File: config.mk
export PLATFORM = sky130hd
export DESIGN_NAME = engine_sound_pitch_modulator
export DESIGN_NICKNAME = d
export VERILOG_FILES = /design/src/sv/esp_pkg.sv /design/src/sv/esp_cfg_regs.sv /design/src/sv/esp_rem_unit.sv /design/src/sv/engine_sound_pitch_modulator.sv
export SDC_FILE = /design/constraint.sdc
export NUM_CORES = 1
export LEC_CHECK = 0
export ABC_AREA = 0
export ABC_CLOCK_PERIOD_IN_PS = 30500
export BUFFER_PORTS_ARGS = -buffer_cell sky130_fd_sc_hd__buf_2
export CORE_MARGIN = 2
export CORE_UTILIZATION = 64
export DETAILED_ROUTE_END_ITERATION = 10
export GPL_TIMING_DRIVEN = 0
export PLACE_DENSITY_LB_ADDON = 0.15
export SETUP_SLACK_MARGIN = 0.1
export SLEW_MARGIN = 20
export SYNTH_ARGS = -nofsm -noshare
export SYNTH_HDL_FRONTEND = slang
export SYNTH_SLANG_ARGS = --single-unit
export TNS_END_PERCENT = 50
File: constraint.sdc
create_clock -name clk -period 30.5 [get_ports clk]
set_input_delay 3.05 -clock clk [delete_from_list [all_inputs] [get_ports clk]]
set_output_delay 3.05 -clock clk [all_outputs]
set_load 0.005 [all_outputs]
File: src/sv/esp_pkg.sv
// shared types, constants and register codes of the engine sound pitch modulator
package esp_pkg;

  // modulation channel count, acts as at most four (only four draw fields)
  localparam int MOD_CHANNELS = 4;
  localparam int CH_LIMIT     = 4;
  localparam int CH_COUNT     = (MOD_CHANNELS > CH_LIMIT) ? CH_LIMIT :
                                (MOD_CHANNELS < 1) ? 1 : MOD_CHANNELS;
  localparam int CH_IDX_W     = (CH_COUNT > 1) ? $clog2(CH_COUNT) : 1;

  // field widths
  localparam int DRAW_W      = 15;
  localparam int DRAWS_W     = 3 * DRAW_W;
  localparam int IN_TDATA_W  = ((CH_LIMIT * DRAWS_W + 7) / 8) * 8;
  localparam int IN_TUSER_W  = 3;
  localparam int SLOT_W      = 3;
  localparam int PITCH_W     = 16;
  localparam int VOL_W       = 16;
  localparam int PAN_W       = 7;
  localparam int STEP_W      = 11;
  localparam int OUT_TDATA_W = ((PITCH_W + VOL_W + PAN_W + 7) / 8) * 8;
  localparam int CFG_ADDR_W  = 3;
  localparam int CFG_DATA_W  = 16;

  // remainder unit: 16-bit quotient path, four bits retired per cycle
  localparam int DIV_W      = 16;
  localparam int DIV_BITS   = 4;
  localparam int DIV_CYCLES = DIV_W / DIV_BITS;
  localparam int DIV_CNT_W  = (DIV_CYCLES > 1) ? $clog2(DIV_CYCLES) : 1;

  // fixed values
  localparam logic [PITCH_W-1:0] PITCH_MAX   = 16'hFFFF;
  localparam logic [VOL_W-1:0]   MAIN_VOLUME = 16'h5AAA;
  localparam logic [PAN_W-1:0]   MAIN_PAN    = 7'h40;
  localparam logic [DIV_W-1:0]   PAN_SPAN    = 16'h0041;

  // reset values of state
  localparam logic [PITCH_W-1:0] RST_MAIN_PITCH = 16'h2000;
  localparam logic [PITCH_W-1:0] RST_MOD_PITCH  = 16'hC000;
  localparam logic [STEP_W-1:0]  RST_MOD_STEP   = 11'd80;
  localparam logic [VOL_W-1:0]   RST_MOD_VOLUME = 16'h2AAA;
  localparam logic [PAN_W-1:0]   RST_MOD_PAN    = 7'h40;

  // register indexes
  typedef enum logic [CFG_ADDR_W-1:0] {
    CFG_RAMP_STEP      = 3'd0,
    CFG_PITCH_FLOOR    = 3'd1,
    CFG_TURN_THRESHOLD = 3'd2,
    CFG_STEP_MIN       = 3'd3,
    CFG_STEP_SPAN      = 3'd4,
    CFG_VOLUME_MIN     = 3'd5,
    CFG_VOLUME_SPAN    = 3'd6,
    CFG_PAN_MIN        = 3'd7
  } cfg_idx_t;

  typedef struct packed {
    logic [15:0] ramp_step;
    logic [15:0] pitch_floor;
    logic [15:0] turn_threshold;
    logic [7:0]  step_min;
    logic [8:0]  step_span;
    logic [15:0] volume_min;
    logic [15:0] volume_span;
    logic [5:0]  pan_min;
  } cfg_t;

  localparam cfg_t CFG_RESET = '{
    ramp_step:      16'd592,
    pitch_floor:    16'd8192,
    turn_threshold: 16'd49152,
    step_min:       8'd80,
    step_span:      9'd433,
    volume_min:     16'd10922,
    volume_span:    16'd8193,
    pan_min:        6'd32
  };

  // remainder unit request and response
  typedef struct packed {
    logic              start;
    logic [DRAW_W-1:0] dividend;
    logic [DIV_W-1:0]  divisor;
  } rem_req_t;

  typedef struct packed {
    logic             done;
    logic [DIV_W-1:0] rem;
  } rem_rsp_t;

  typedef enum logic [2:0] {
    S_IDLE,
    S_MAIN,
    S_CH_EVAL,
    S_REM,
    S_EMIT
  } state_t;

  typedef enum logic [1:0] {
    REM_STEP,
    REM_VOL,
    REM_PAN
  } rem_sel_t;

endpackage

File: src/sv/esp_cfg_regs.sv
// configuration register file of the engine sound pitch modulator
module esp_cfg_regs (
  input  logic                             clk,
  input  logic                             rst_n,
  input  logic                             cfg_wr_en,
  input  logic [esp_pkg::CFG_ADDR_W-1:0]   cfg_addr,
  input  logic [esp_pkg::CFG_DATA_W-1:0]   cfg_wdata,
  output esp_pkg::cfg_t                    cfg
);

  esp_pkg::cfg_t cfg_r;
  esp_pkg::cfg_t cfg_nxt;

  always_comb begin
    cfg_nxt = cfg_r;
    if (cfg_wr_en) begin
      unique case (cfg_addr)
        esp_pkg::CFG_RAMP_STEP:      cfg_nxt.ramp_step      = cfg_wdata;
        esp_pkg::CFG_PITCH_FLOOR:    cfg_nxt.pitch_floor    = cfg_wdata;
        esp_pkg::CFG_TURN_THRESHOLD: cfg_nxt.turn_threshold = cfg_wdata;
        esp_pkg::CFG_STEP_MIN:       cfg_nxt.step_min       = cfg_wdata[7:0];
        esp_pkg::CFG_STEP_SPAN:      cfg_nxt.step_span      = cfg_wdata[8:0];
        esp_pkg::CFG_VOLUME_MIN:     cfg_nxt.volume_min     = cfg_wdata;
        esp_pkg::CFG_VOLUME_SPAN:    cfg_nxt.volume_span    = cfg_wdata;
        esp_pkg::CFG_PAN_MIN:        cfg_nxt.pan_min        = cfg_wdata[5:0];
        default:                     cfg_nxt = cfg_r;
      endcase
    end
  end

  always_ff @(posedge clk) begin
    if (!rst_n) begin
      cfg_r <= esp_pkg::CFG_RESET;
    end else begin
      cfg_r <= cfg_nxt;
    end
  end

  assign cfg = cfg_r;

endmodule

File: src/sv/esp_rem_unit.sv
// shared iterative remainder unit, four restoring steps per cycle
module esp_rem_unit (
  input  logic              clk,
  input  logic              rst_n,
  input  esp_pkg::rem_req_t req,
  output esp_pkg::rem_rsp_t rsp
);

  logic                            busy_r, busy_nxt;
  logic                            done_r, done_nxt;
  logic [esp_pkg::DIV_CNT_W-1:0]   cnt_r, cnt_nxt;
  logic [esp_pkg::DIV_W-1:0]       quo_r, quo_nxt;
  logic [esp_pkg::DIV_W-1:0]       rem_r, rem_nxt;
  logic [esp_pkg::DIV_W-1:0]       div_r, div_nxt;
  logic [esp_pkg::DIV_W:0]         part;
  logic [esp_pkg::DIV_W-1:0]       shq;

  always_comb begin
    part = {1'b0, rem_r};
    shq  = quo_r;
    for (int i = 0; i < esp_pkg::DIV_BITS; i++) begin
      part = {part[esp_pkg::DIV_W-1:0], shq[esp_pkg::DIV_W-1]};
      shq  = {shq[esp_pkg::DIV_W-2:0], 1'b0};
      if (part >= {1'b0, div_r}) begin
        part = part - {1'b0, div_r};
      end
    end
  end

  always_comb begin
    busy_nxt = busy_r;
    done_nxt = 1'b0;
    cnt_nxt  = cnt_r;
    quo_nxt  = quo_r;
    rem_nxt  = rem_r;
    div_nxt  = div_r;
    if (req.start) begin
      busy_nxt = 1'b1;
      cnt_nxt  = '0;
      quo_nxt  = esp_pkg::DIV_W'(req.dividend);
      rem_nxt  = '0;
      div_nxt  = req.divisor;
    end else if (busy_r) begin
      quo_nxt = shq;
      rem_nxt = part[esp_pkg::DIV_W-1:0];
      cnt_nxt = cnt_r + esp_pkg::DIV_CNT_W'(1);
      if (cnt_r == esp_pkg::DIV_CNT_W'(esp_pkg::DIV_CYCLES - 1)) begin
        busy_nxt = 1'b0;
        done_nxt = 1'b1;
      end
    end
  end

  always_ff @(posedge clk) begin
    if (!rst_n) begin
      busy_r <= 1'b0;
      done_r <= 1'b0;
      cnt_r  <= '0;
    end else begin
      busy_r <= busy_nxt;
      done_r <= done_nxt;
      cnt_r  <= cnt_nxt;
    end
  end

  always_ff @(posedge clk) begin
    quo_r <= quo_nxt;
    rem_r <= rem_nxt;
    div_r <= div_nxt;
  end

  // a zero modulus gives a zero remainder
  assign rsp.done = done_r;
  assign rsp.rem  = (div_r == '0) ? '0 : rem_r;

endmodule

File: src/sv/engine_sound_pitch_modulator.sv
// top level of the engine sound pitch modulator: sequencer, voice state, output register
//
// usage
//   in_*  : one item per frame tick. in_tuser holds the enable and accelerate flags,
//           in_tdata the raw 15-bit draws of the four modulation channels.
//   out_* : voice updates, slot 0 (main voice) first, then one per channel;
//           out_tlast marks the final update of the tick.
//   cfg_* : register writes on cfg_wr_en high, only while idle: a user rule, unchecked.
// flow
//   in_tready is high only while the sequencer is idle; a tick with either enable
//   flag low is taken there and gives no update. An enabled tick runs the main
//   update and its emit, then for each channel an evaluation, the remainders it
//   needs (none with no turn, one for a turn down, three for a turn up, all from
//   the one remainder unit) and an emit.
// reset
//   synchronous, active low: registers and voice state return to their reset values
//   at once, no clearing pass.
// stall
//   a single output register holds the pending update; while it is full and out_tready
//   is low, the sequencer waits in its emit step.
module engine_sound_pitch_modulator (
  input  logic                               clk,
  input  logic                               rst_n,
  // in_tdata: draws_ch0 [44:0], draws_ch1 [89:45], draws_ch2 [134:90],
  //           draws_ch3 [179:135], zero fill [183:180]
  input  logic [esp_pkg::IN_TDATA_W-1:0]     in_tdata,
  // in_tuser: audio_ready [0], engine_sound_on [1], accelerating [2]
  input  logic [esp_pkg::IN_TUSER_W-1:0]     in_tuser,
  input  logic                               in_tvalid,
  output logic                               in_tready,
  // out_tdata: pitch [15:0], volume [31:16], pan [38:32], zero fill [39]
  output logic [esp_pkg::OUT_TDATA_W-1:0]    out_tdata,
  // out_tuser: voice_slot [2:0]
  output logic [esp_pkg::SLOT_W-1:0]         out_tuser,
  output logic                               out_tlast,
  output logic                               out_tvalid,
  input  logic                               out_tready,
  input  logic                               cfg_wr_en,
  input  logic [esp_pkg::CFG_ADDR_W-1:0]     cfg_addr,
  input  logic [esp_pkg::CFG_DATA_W-1:0]     cfg_wdata
);

  localparam int NCH  = esp_pkg::CH_COUNT;
  localparam int IDXW = esp_pkg::CH_IDX_W;

  esp_pkg::cfg_t     cfg;
  esp_pkg::rem_req_t rem_req;
  esp_pkg::rem_rsp_t rem_rsp;

  esp_cfg_regs u_cfg (
    .clk       (clk),
    .rst_n     (rst_n),
    .cfg_wr_en (cfg_wr_en),
    .cfg_addr  (cfg_addr),
    .cfg_wdata (cfg_wdata),
    .cfg       (cfg)
  );

  esp_rem_unit u_rem (
    .clk   (clk),
    .rst_n (rst_n),
    .req   (rem_req),
    .rsp   (rem_rsp)
  );

  // sequencer state
  esp_pkg::state_t   state_r, state_nxt;
  esp_pkg::rem_sel_t sel_r, sel_nxt;
  logic [IDXW-1:0]   ch_r, ch_nxt;
  logic              emit_main_r, emit_main_nxt;
  logic              turn_up_r, turn_up_nxt;
  logic              step_neg_r, step_neg_nxt;
  logic              accel_r, accel_nxt;

  // voice state
  logic [esp_pkg::PITCH_W-1:0] main_pitch_r, main_pitch_nxt;
  logic [esp_pkg::PITCH_W-1:0] pitch_r [NCH];
  logic [esp_pkg::PITCH_W-1:0] pitch_nxt [NCH];
  logic [esp_pkg::STEP_W-1:0]  mstep_r [NCH];
  logic [esp_pkg::STEP_W-1:0]  mstep_nxt [NCH];
  logic [esp_pkg::VOL_W-1:0]   vol_r [NCH];
  logic [esp_pkg::VOL_W-1:0]   vol_nxt [NCH];
  logic [esp_pkg::PAN_W-1:0]   pan_r [NCH];
  logic [esp_pkg::PAN_W-1:0]   pan_nxt [NCH];

  // draws of the current tick
  logic [esp_pkg::DRAWS_W-1:0] draws_r [NCH];

  // output register
  logic                           out_valid_r, out_valid_nxt;
  logic [esp_pkg::OUT_TDATA_W-1:0] out_data_r, out_data_nxt;
  logic [esp_pkg::SLOT_W-1:0]      out_slot_r, out_slot_nxt;
  logic                            out_last_r, out_last_nxt;

  logic                        in_accept;
  logic                        can_load;
  logic                        emit_load;
  logic                        emit_last;
  logic [esp_pkg::PITCH_W-1:0] cur_pitch;
  logic [esp_pkg::STEP_W-1:0]  cur_step;
  logic [esp_pkg::DRAWS_W-1:0] cur_draws;
  logic signed [17:0]          ch_sum;
  logic [16:0]                 main_up;
  logic [9:0]                  step_mag;
  logic [16:0]                 vol_sum;
  logic [esp_pkg::PAN_W-1:0]   pan_sum;
  esp_pkg::rem_sel_t           go_sel;

  function automatic logic [esp_pkg::DRAW_W-1:0] draw_field(
    input logic [esp_pkg::DRAWS_W-1:0] d,
    input esp_pkg::rem_sel_t           s
  );
    logic [esp_pkg::DRAW_W-1:0] f;
    unique case (s)
      esp_pkg::REM_STEP: f = d[esp_pkg::DRAW_W-1:0];
      esp_pkg::REM_VOL:  f = d[2*esp_pkg::DRAW_W-1:esp_pkg::DRAW_W];
      esp_pkg::REM_PAN:  f = d[3*esp_pkg::DRAW_W-1:2*esp_pkg::DRAW_W];
      default:           f = '0;
    endcase
    return f;
  endfunction

  assign in_tready = (state_r == esp_pkg::S_IDLE);
  assign in_accept = in_tvalid && in_tready;
  assign can_load  = !out_valid_r || out_tready;

  assign cur_pitch = pitch_r[ch_r];
  assign cur_step  = mstep_r[ch_r];
  assign cur_draws = draws_r[ch_r];

  // pitch plus signed step, 18 bits so both overflow directions show
  assign ch_sum  = $signed({2'b00, cur_pitch}) +
                   $signed({{7{cur_step[esp_pkg::STEP_W-1]}}, cur_step});
  assign main_up = {1'b0, main_pitch_r} + {1'b0, cfg.ramp_step};

  // new random values from the remainder
  assign step_mag = {1'b0, rem_rsp.rem[8:0]} + {2'b00, cfg.step_min};
  assign vol_sum  = {1'b0, rem_rsp.rem} + {1'b0, cfg.volume_min};
  assign pan_sum  = rem_rsp.rem[esp_pkg::PAN_W-1:0] + {1'b0, cfg.pan_min};

  always_comb begin
    state_nxt      = state_r;
    sel_nxt        = sel_r;
    ch_nxt         = ch_r;
    emit_main_nxt  = emit_main_r;
    turn_up_nxt    = turn_up_r;
    step_neg_nxt   = step_neg_r;
    accel_nxt      = accel_r;
    main_pitch_nxt = main_pitch_r;
    pitch_nxt      = pitch_r;
    mstep_nxt      = mstep_r;
    vol_nxt        = vol_r;
    pan_nxt        = pan_r;
    go_sel         = sel_r;
    rem_req.start  = 1'b0;
    emit_load      = 1'b0;
    emit_last      = 1'b0;

    unique case (state_r)
      esp_pkg::S_IDLE: begin
        if (in_accept) begin
          accel_nxt = in_tuser[2];
          // a tick with either enable low is dropped
          if (in_tuser[0] && in_tuser[1]) begin
            state_nxt = esp_pkg::S_MAIN;
          end
        end
      end

      esp_pkg::S_MAIN: begin
        if (accel_r) begin
          main_pitch_nxt = main_up[16] ? esp_pkg::PITCH_MAX : main_up[15:0];
        end else if (main_pitch_r < cfg.ramp_step ||
                     (main_pitch_r - cfg.ramp_step) < cfg.pitch_floor) begin
          main_pitch_nxt = cfg.pitch_floor;
        end else begin
          main_pitch_nxt = main_pitch_r - cfg.ramp_step;
        end
        emit_main_nxt = 1'b1;
        state_nxt     = esp_pkg::S_EMIT;
      end

      esp_pkg::S_CH_EVAL: begin
        priority if (!ch_sum[17] && ch_sum[16]) begin
          // above the ceiling: clamp, draw a new downward step only
          pitch_nxt[ch_r] = esp_pkg::PITCH_MAX;
          step_neg_nxt    = 1'b1;
          turn_up_nxt     = 1'b0;
          rem_req.start   = 1'b1;
          go_sel          = esp_pkg::REM_STEP;
          state_nxt       = esp_pkg::S_REM;
        end else if (ch_sum[17]) begin
          // below zero: clamp and turn upward
          pitch_nxt[ch_r] = '0;
          step_neg_nxt    = 1'b0;
          turn_up_nxt     = 1'b1;
          rem_req.start   = 1'b1;
          go_sel          = esp_pkg::REM_STEP;
          state_nxt       = esp_pkg::S_REM;
        end else begin
          pitch_nxt[ch_r] = ch_sum[15:0];
          if (cur_step[esp_pkg::STEP_W-1] && ch_sum[15:0] < cfg.turn_threshold) begin
            step_neg_nxt  = 1'b0;
            turn_up_nxt   = 1'b1;
            rem_req.start = 1'b1;
            go_sel        = esp_pkg::REM_STEP;
            state_nxt     = esp_pkg::S_REM;
          end else begin
            state_nxt = esp_pkg::S_EMIT;
          end
        end
      end

      esp_pkg::S_REM: begin
        if (rem_rsp.done) begin
          unique case (sel_r)
            esp_pkg::REM_STEP: begin
              mstep_nxt[ch_r] = step_neg_r ? (esp_pkg::STEP_W'(0) - {1'b0, step_mag})
                                           : {1'b0, step_mag};
              if (turn_up_r) begin
                rem_req.start = 1'b1;
                go_sel        = esp_pkg::REM_VOL;
              end else begin
                state_nxt = esp_pkg::S_EMIT;
              end
            end
            esp_pkg::REM_VOL: begin
              vol_nxt[ch_r] = vol_sum[16] ? 16'hFFFF : vol_sum[15:0];
              rem_req.start = 1'b1;
              go_sel        = esp_pkg::REM_PAN;
            end
            esp_pkg::REM_PAN: begin
              pan_nxt[ch_r] = pan_sum;
              state_nxt     = esp_pkg::S_EMIT;
            end
            default: state_nxt = esp_pkg::S_EMIT;
          endcase
        end
      end

      esp_pkg::S_EMIT: begin
        if (can_load) begin
          emit_load = 1'b1;
          if (emit_main_r) begin
            emit_main_nxt = 1'b0;
            ch_nxt        = '0;
            state_nxt     = esp_pkg::S_CH_EVAL;
          end else if (ch_r == IDXW'(NCH - 1)) begin
            emit_last = 1'b1;
            state_nxt = esp_pkg::S_IDLE;
          end else begin
            ch_nxt    = ch_r + IDXW'(1);
            state_nxt = esp_pkg::S_CH_EVAL;
          end
        end
      end

      default: state_nxt = esp_pkg::S_IDLE;
    endcase

    if (rem_req.start) begin
      sel_nxt = go_sel;
    end
  end

  assign rem_req.dividend = draw_field(cur_draws, go_sel);

  always_comb begin
    unique case (go_sel)
      esp_pkg::REM_STEP: rem_req.divisor = esp_pkg::DIV_W'(cfg.step_span);
      esp_pkg::REM_VOL:  rem_req.divisor = cfg.volume_span;
      esp_pkg::REM_PAN:  rem_req.divisor = esp_pkg::PAN_SPAN;
      default:           rem_req.divisor = '0;
    endcase
  end

  // output register load, main voice carries the fixed volume and pan
  always_comb begin
    out_valid_nxt = out_valid_r;
    out_data_nxt  = out_data_r;
    out_slot_nxt  = out_slot_r;
    out_last_nxt  = out_last_r;
    if (can_load) begin
      out_valid_nxt = emit_load;
    end
    if (emit_load) begin
      out_last_nxt = emit_last;
      if (emit_main_r) begin
        out_slot_nxt = '0;
        out_data_nxt = {1'b0, esp_pkg::MAIN_PAN, esp_pkg::MAIN_VOLUME, main_pitch_r};
      end else begin
        out_slot_nxt = esp_pkg::SLOT_W'(ch_r) + esp_pkg::SLOT_W'(1);
        out_data_nxt = {1'b0, pan_r[ch_r], vol_r[ch_r], pitch_r[ch_r]};
      end
    end
  end

  always_ff @(posedge clk) begin
    if (!rst_n) begin
      state_r      <= esp_pkg::S_IDLE;
      sel_r        <= esp_pkg::REM_STEP;
      ch_r         <= '0;
      emit_main_r  <= 1'b0;
      turn_up_r    <= 1'b0;
      step_neg_r   <= 1'b0;
      accel_r      <= 1'b0;
      out_valid_r  <= 1'b0;
      main_pitch_r <= esp_pkg::RST_MAIN_PITCH;
      for (int i = 0; i < NCH; i++) begin
        pitch_r[i] <= esp_pkg::RST_MOD_PITCH;
        mstep_r[i] <= esp_pkg::RST_MOD_STEP;
        vol_r[i]   <= esp_pkg::RST_MOD_VOLUME;
        pan_r[i]   <= esp_pkg::RST_MOD_PAN;
      end
    end else begin
      state_r      <= state_nxt;
      sel_r        <= sel_nxt;
      ch_r         <= ch_nxt;
      emit_main_r  <= emit_main_nxt;
      turn_up_r    <= turn_up_nxt;
      step_neg_r   <= step_neg_nxt;
      accel_r      <= accel_nxt;
      out_valid_r  <= out_valid_nxt;
      main_pitch_r <= main_pitch_nxt;
      pitch_r      <= pitch_nxt;
      mstep_r      <= mstep_nxt;
      vol_r        <= vol_nxt;
      pan_r        <= pan_nxt;
    end
  end

  // payload registers, no reset
  always_ff @(posedge clk) begin
    if (in_accept) begin
      for (int i = 0; i < NCH; i++) begin
        draws_r[i] <= in_tdata[i*esp_pkg::DRAWS_W +: esp_pkg::DRAWS_W];
      end
    end
    out_data_r <= out_data_nxt;
    out_slot_r <= out_slot_nxt;
    out_last_r <= out_last_nxt;
  end

  assign out_tvalid = out_valid_r;
  assign out_tdata  = out_data_r;
  assign out_tuser  = out_slot_r;
  assign out_tlast  = out_last_r;

`ifndef SYNTHESIS
  // remainder results only arrive while the sequencer waits for them
  a_rem_done_in_rem: assert property (@(posedge clk) disable iff (!rst_n)
    rem_rsp.done |-> state_r == esp_pkg::S_REM)
    else $error("remainder done outside remainder step");

  // an enabled tick always starts with the main pitch update
  a_tick_starts_main: assert property (@(posedge clk) disable iff (!rst_n)
    (in_tvalid && in_tready && in_tuser[0] && in_tuser[1]) |=> state_r == esp_pkg::S_MAIN)
    else $error("enabled tick did not start main update");

  // the last update of a tick returns the sequencer to idle
  a_last_to_idle: assert property (@(posedge clk) disable iff (!rst_n)
    (emit_load && emit_last) |=> (state_r == esp_pkg::S_IDLE && out_tvalid && out_tlast))
    else $error("last update did not end the tick");

  // decelerating never leaves the main pitch below the floor
  a_floor_held: assert property (@(posedge clk) disable iff (!rst_n)
    (state_r == esp_pkg::S_MAIN && !accel_r) |=> main_pitch_r >= $past(cfg.pitch_floor))
    else $error("main pitch fell below floor");

  // the remainder unit is never restarted while the output is being loaded
  a_no_start_on_emit: assert property (@(posedge clk) disable iff (!rst_n)
    emit_load |-> !rem_req.start)
    else $error("remainder start during emit");
`endif

endmodule

==> results.sh <==
export IMPL_syn_inst=3182
export IMPL_io_pins=257
export IMPL_dieArea_sq_um=51580
export IMPL_dp_cells=4097
export IMPL_area_growth_pct=13.40
export IMPL_path_class="register to register"
export IMPL_slew_violations=0
export IMPL_ys_seq_area_share_pct=46.18
export IMPL_finalHoldViolations=0
export IMPL_end_kind="register"
export IMPL_grt_ovfl_total=0
export IMPL_initial_core_util_pct=64.95
export IMPL_routed_via_density=6.413
export IMPL_synthArstFlopShare_pct=0
export IMPL_numCtsBuffers=60
export IMPL_clk_latency_ns=0.66
export IMPL_synth_nets=3582
export IMPL_dr_pass1_iters=7
export IMPL_fin_ws_ns=18.08
export IMPL_slowest_stage="o41ai_2"
export IMPL_n_fill_cell=3562
export IMPL_fmax_ghz=0.08051
export IMPL_cap_viol_max_count=0
export IMPL_drive_above_1_share_pct=15.20
export IMPL_utilization_pct=73.65
export IMPL_mostFrequentLayoutCells="nand2_1, dfxtp_1, a21oi_1, edfxtp_1, buf_2"
export IMPL_hp_class="register to register"
export IMPL_ant_nets=0
export IMPL_grt_antenna_before_repair=14
export IMPL_max_stage_delay_ns=0.63
export IMPL_clock_sinks=608
export IMPL_synthFlopType="dfxtp_1"
export IMPL_period_share_pct=40.72
export IMPL_crit_fanout=10
export IMPL_cts_root_buf="clkbuf_16"
export IMPL_ys_seq_elements=608
export IMPL_layout_commonest_cell="nand2_1"
export IMPL_h_tree_depth=2
export IMPL_min_period_ns=12.42
export IMPL_nets=3895
export IMPL_synth_area_per_cell_sq_um=10.01
export IMPL_outcome="completed"
export IMPL_cts_tree="done"
export IMPL_drtIter0Drc=3329
export IMPL_route_detailed_drc=0
export IMPL_yosys_warnings=0
export IMPL_place_gp_congestion=0.9757
export IMPL_setup_viol=0
export IMPL_cp_start_kind="register"
export IMPL_worst_slew_pin_slew_ns=1.087
export IMPL_post_cts_setup_buffers=0
export IMPL_vias=27108
export IMPL_setup_tns_ns=0
export IMPL_rows=81
export IMPL_seqCellArea_sq_um=14710
export IMPL_die_height_um=227.1
export IMPL_rsz0062_at_grt="false"
export IMPL_coreArea_sq_um=49050
export IMPL_slew_headroom_pct=27.54
export IMPL_totalWireLength_um=98720
export IMPL_clk_pin_slew_ns=0.06
export IMPL_synth_area_sq_um=31860
export IMPL_post_place_ws_ns=18.48
export IMPL_grt_pass1_wl_um=149100
export IMPL_crit_required_ns=31.03
export IMPL_yosysUniqueCellTypes=86
export IMPL_multi_input_area_sq_um=15950
export IMPL_cp_data_arrival_time_ns=12.95
export IMPL_cts_path_max_buffers=3
export IMPL_hpwl_um=72610
export IMPL_synth_top_cell_by_area="edfxtp_1"
export IMPL_grt_usage_pct=38.07
export IMPL_netlist_top_cells_area="edfxtp_1, dfxtp_1, ha_1, mux4_2, nand2_1"
export IMPL_synth_edff_count=254
export IMPL_die_w_um=227.1
export IMPL_cts_resized=0
export IMPL_ctsHoldBuffers=0
export IMPL_skew_ns=0.04748
export IMPL_grt_pass1_vias=26171
export IMPL_routedWlPerCell_um=23.36
export IMPL_portBuffers=243
export IMPL_netlist_area_leader_share_pct=23.94
export IMPL_grt_max_degree=65
export IMPL_instances_no_fill=4227
## critical path: cells and delay by family, from the launching register on
kind | cells | cell delay (ns)
AO/OA/AOI/OAI | 18 | 4.95
buffers and inverters | 10 | 2.63
AND/OR/NAND/NOR | 14 | 2.04
adder cells (fa/ha/maj) | 4 | 1.26
multiplexers | 2 | 0.87
flip-flops | 1 | 0.54
## metrics by stage
| step | hold slack, ns | cell area, sq um |
|---|---|---|
| final | 0.4511 | 36130 |
| after detailed placement | 0.4447 | 34060 |
| after CTS | 0.4530 | 36080 |
| after global placement | 0.4399 | 33910 |
| after floorplan | 0.4317 | 31860 |
| after global routing | 0.4714 | 36120 |
## state kept, by name, indices dropped and copies added, names as in the netlist, 2 cells and up, named ones only
name / cells
main_pitch_r: 16
u_rem.div_r: 16
u_rem.rem_r: 16
pitch_r: 64
u_rem.cnt_r: 2
out_tdata: 39
pan_r: 28
vol_r: 64
state_r: 3
out_tuser: 3
ch_r: 2
u_cfg.cfg: 103
sel_r: 2
u_rem.quo_r: 16
mstep_r: 44
draws_r: 180
## cell usage after synthesis, types with 12 or more instances
cell type and number:
nand3_1 74, inv_1 143, nand4_1 20, nand2b_1 21
o211ai_1 38, a21o_1 32, nor2b_1 40, mux2i_1 41
a211oi_1 45, clkbuf_1 132, a22oi_1 15, buf_1 16
edfxtp_1 254, or3_1 14, a31oi_1 19, and2_1 36
mux2_2 35, o21bai_1 27, nor3_1 82, dfxtp_1 354
xnor2_1 89, nor2_1 246, o21ai_0 148, o21a_1 58
mux4_2 95, nand2_1 403, a32oi_1 12, ha_1 179
a21oi_1 278, xor2_1 25, nor4_1 24
## cells by family (layout without fill, tap and decap cells)
| family | Yosys count | in the layout | share of synthesized area, % |
|---|---|---|---|
| DFF | 608 | 608 | 46.18 |
| muxes | 176 | 176 | 9.476 |
| buffers and inverters | 312 | 676 | 3.861 |
| xor gates and xnor gates | 114 | 114 | 3.134 |
| adders and majority gates | 189 | 189 | 7.658 |
| AOI/OAI and AO/OA | 779 | 779 | 15.49 |
| and+or+nand+nor | 1003 | 1003 | 14.19 |
| other | 1 | 18 | 0.01177 |
## routing by layer
metal	share of wire [%]	GRT usage, %
met5	0	0
met4	4.9	17.48
met3	8.8	6.285
met2	47	61.44
met1	40	50.68
## final cells by class
type | count | area share (%)
clock buffer | 81 | 4.714
timing repair buffer | 251 | 3.692
sequential | 608 | 40.73
antenna | 17 | 0.1178
clock inverter | 32 | 0.8866
multi-input combinational | 2262 | 44.15
inverter | 144 | 1.496
buffer | 168 | 1.912
tap | 664 | 2.300
## final timing paths
kind | from | endpoint | slack (ns) | cells past startpoint
worst max-delay path | u_rem.div_r[1] | u_rem.rem_r[13] | 18.08 | 48
worst min-delay path | u_cfg.cfg[17] | u_cfg.cfg[17] | 0.45 | 2
worst max register to register | u_rem.div_r[1] | u_rem.rem_r[13] | 18.08 | 48
worst min register to register | u_cfg.cfg[17] | u_cfg.cfg[17] | 0.45 | 2
Power is left out: the tool's default activity adds up to more than one toggle a clock period on the data nets, which glitch-free logic cannot reach.
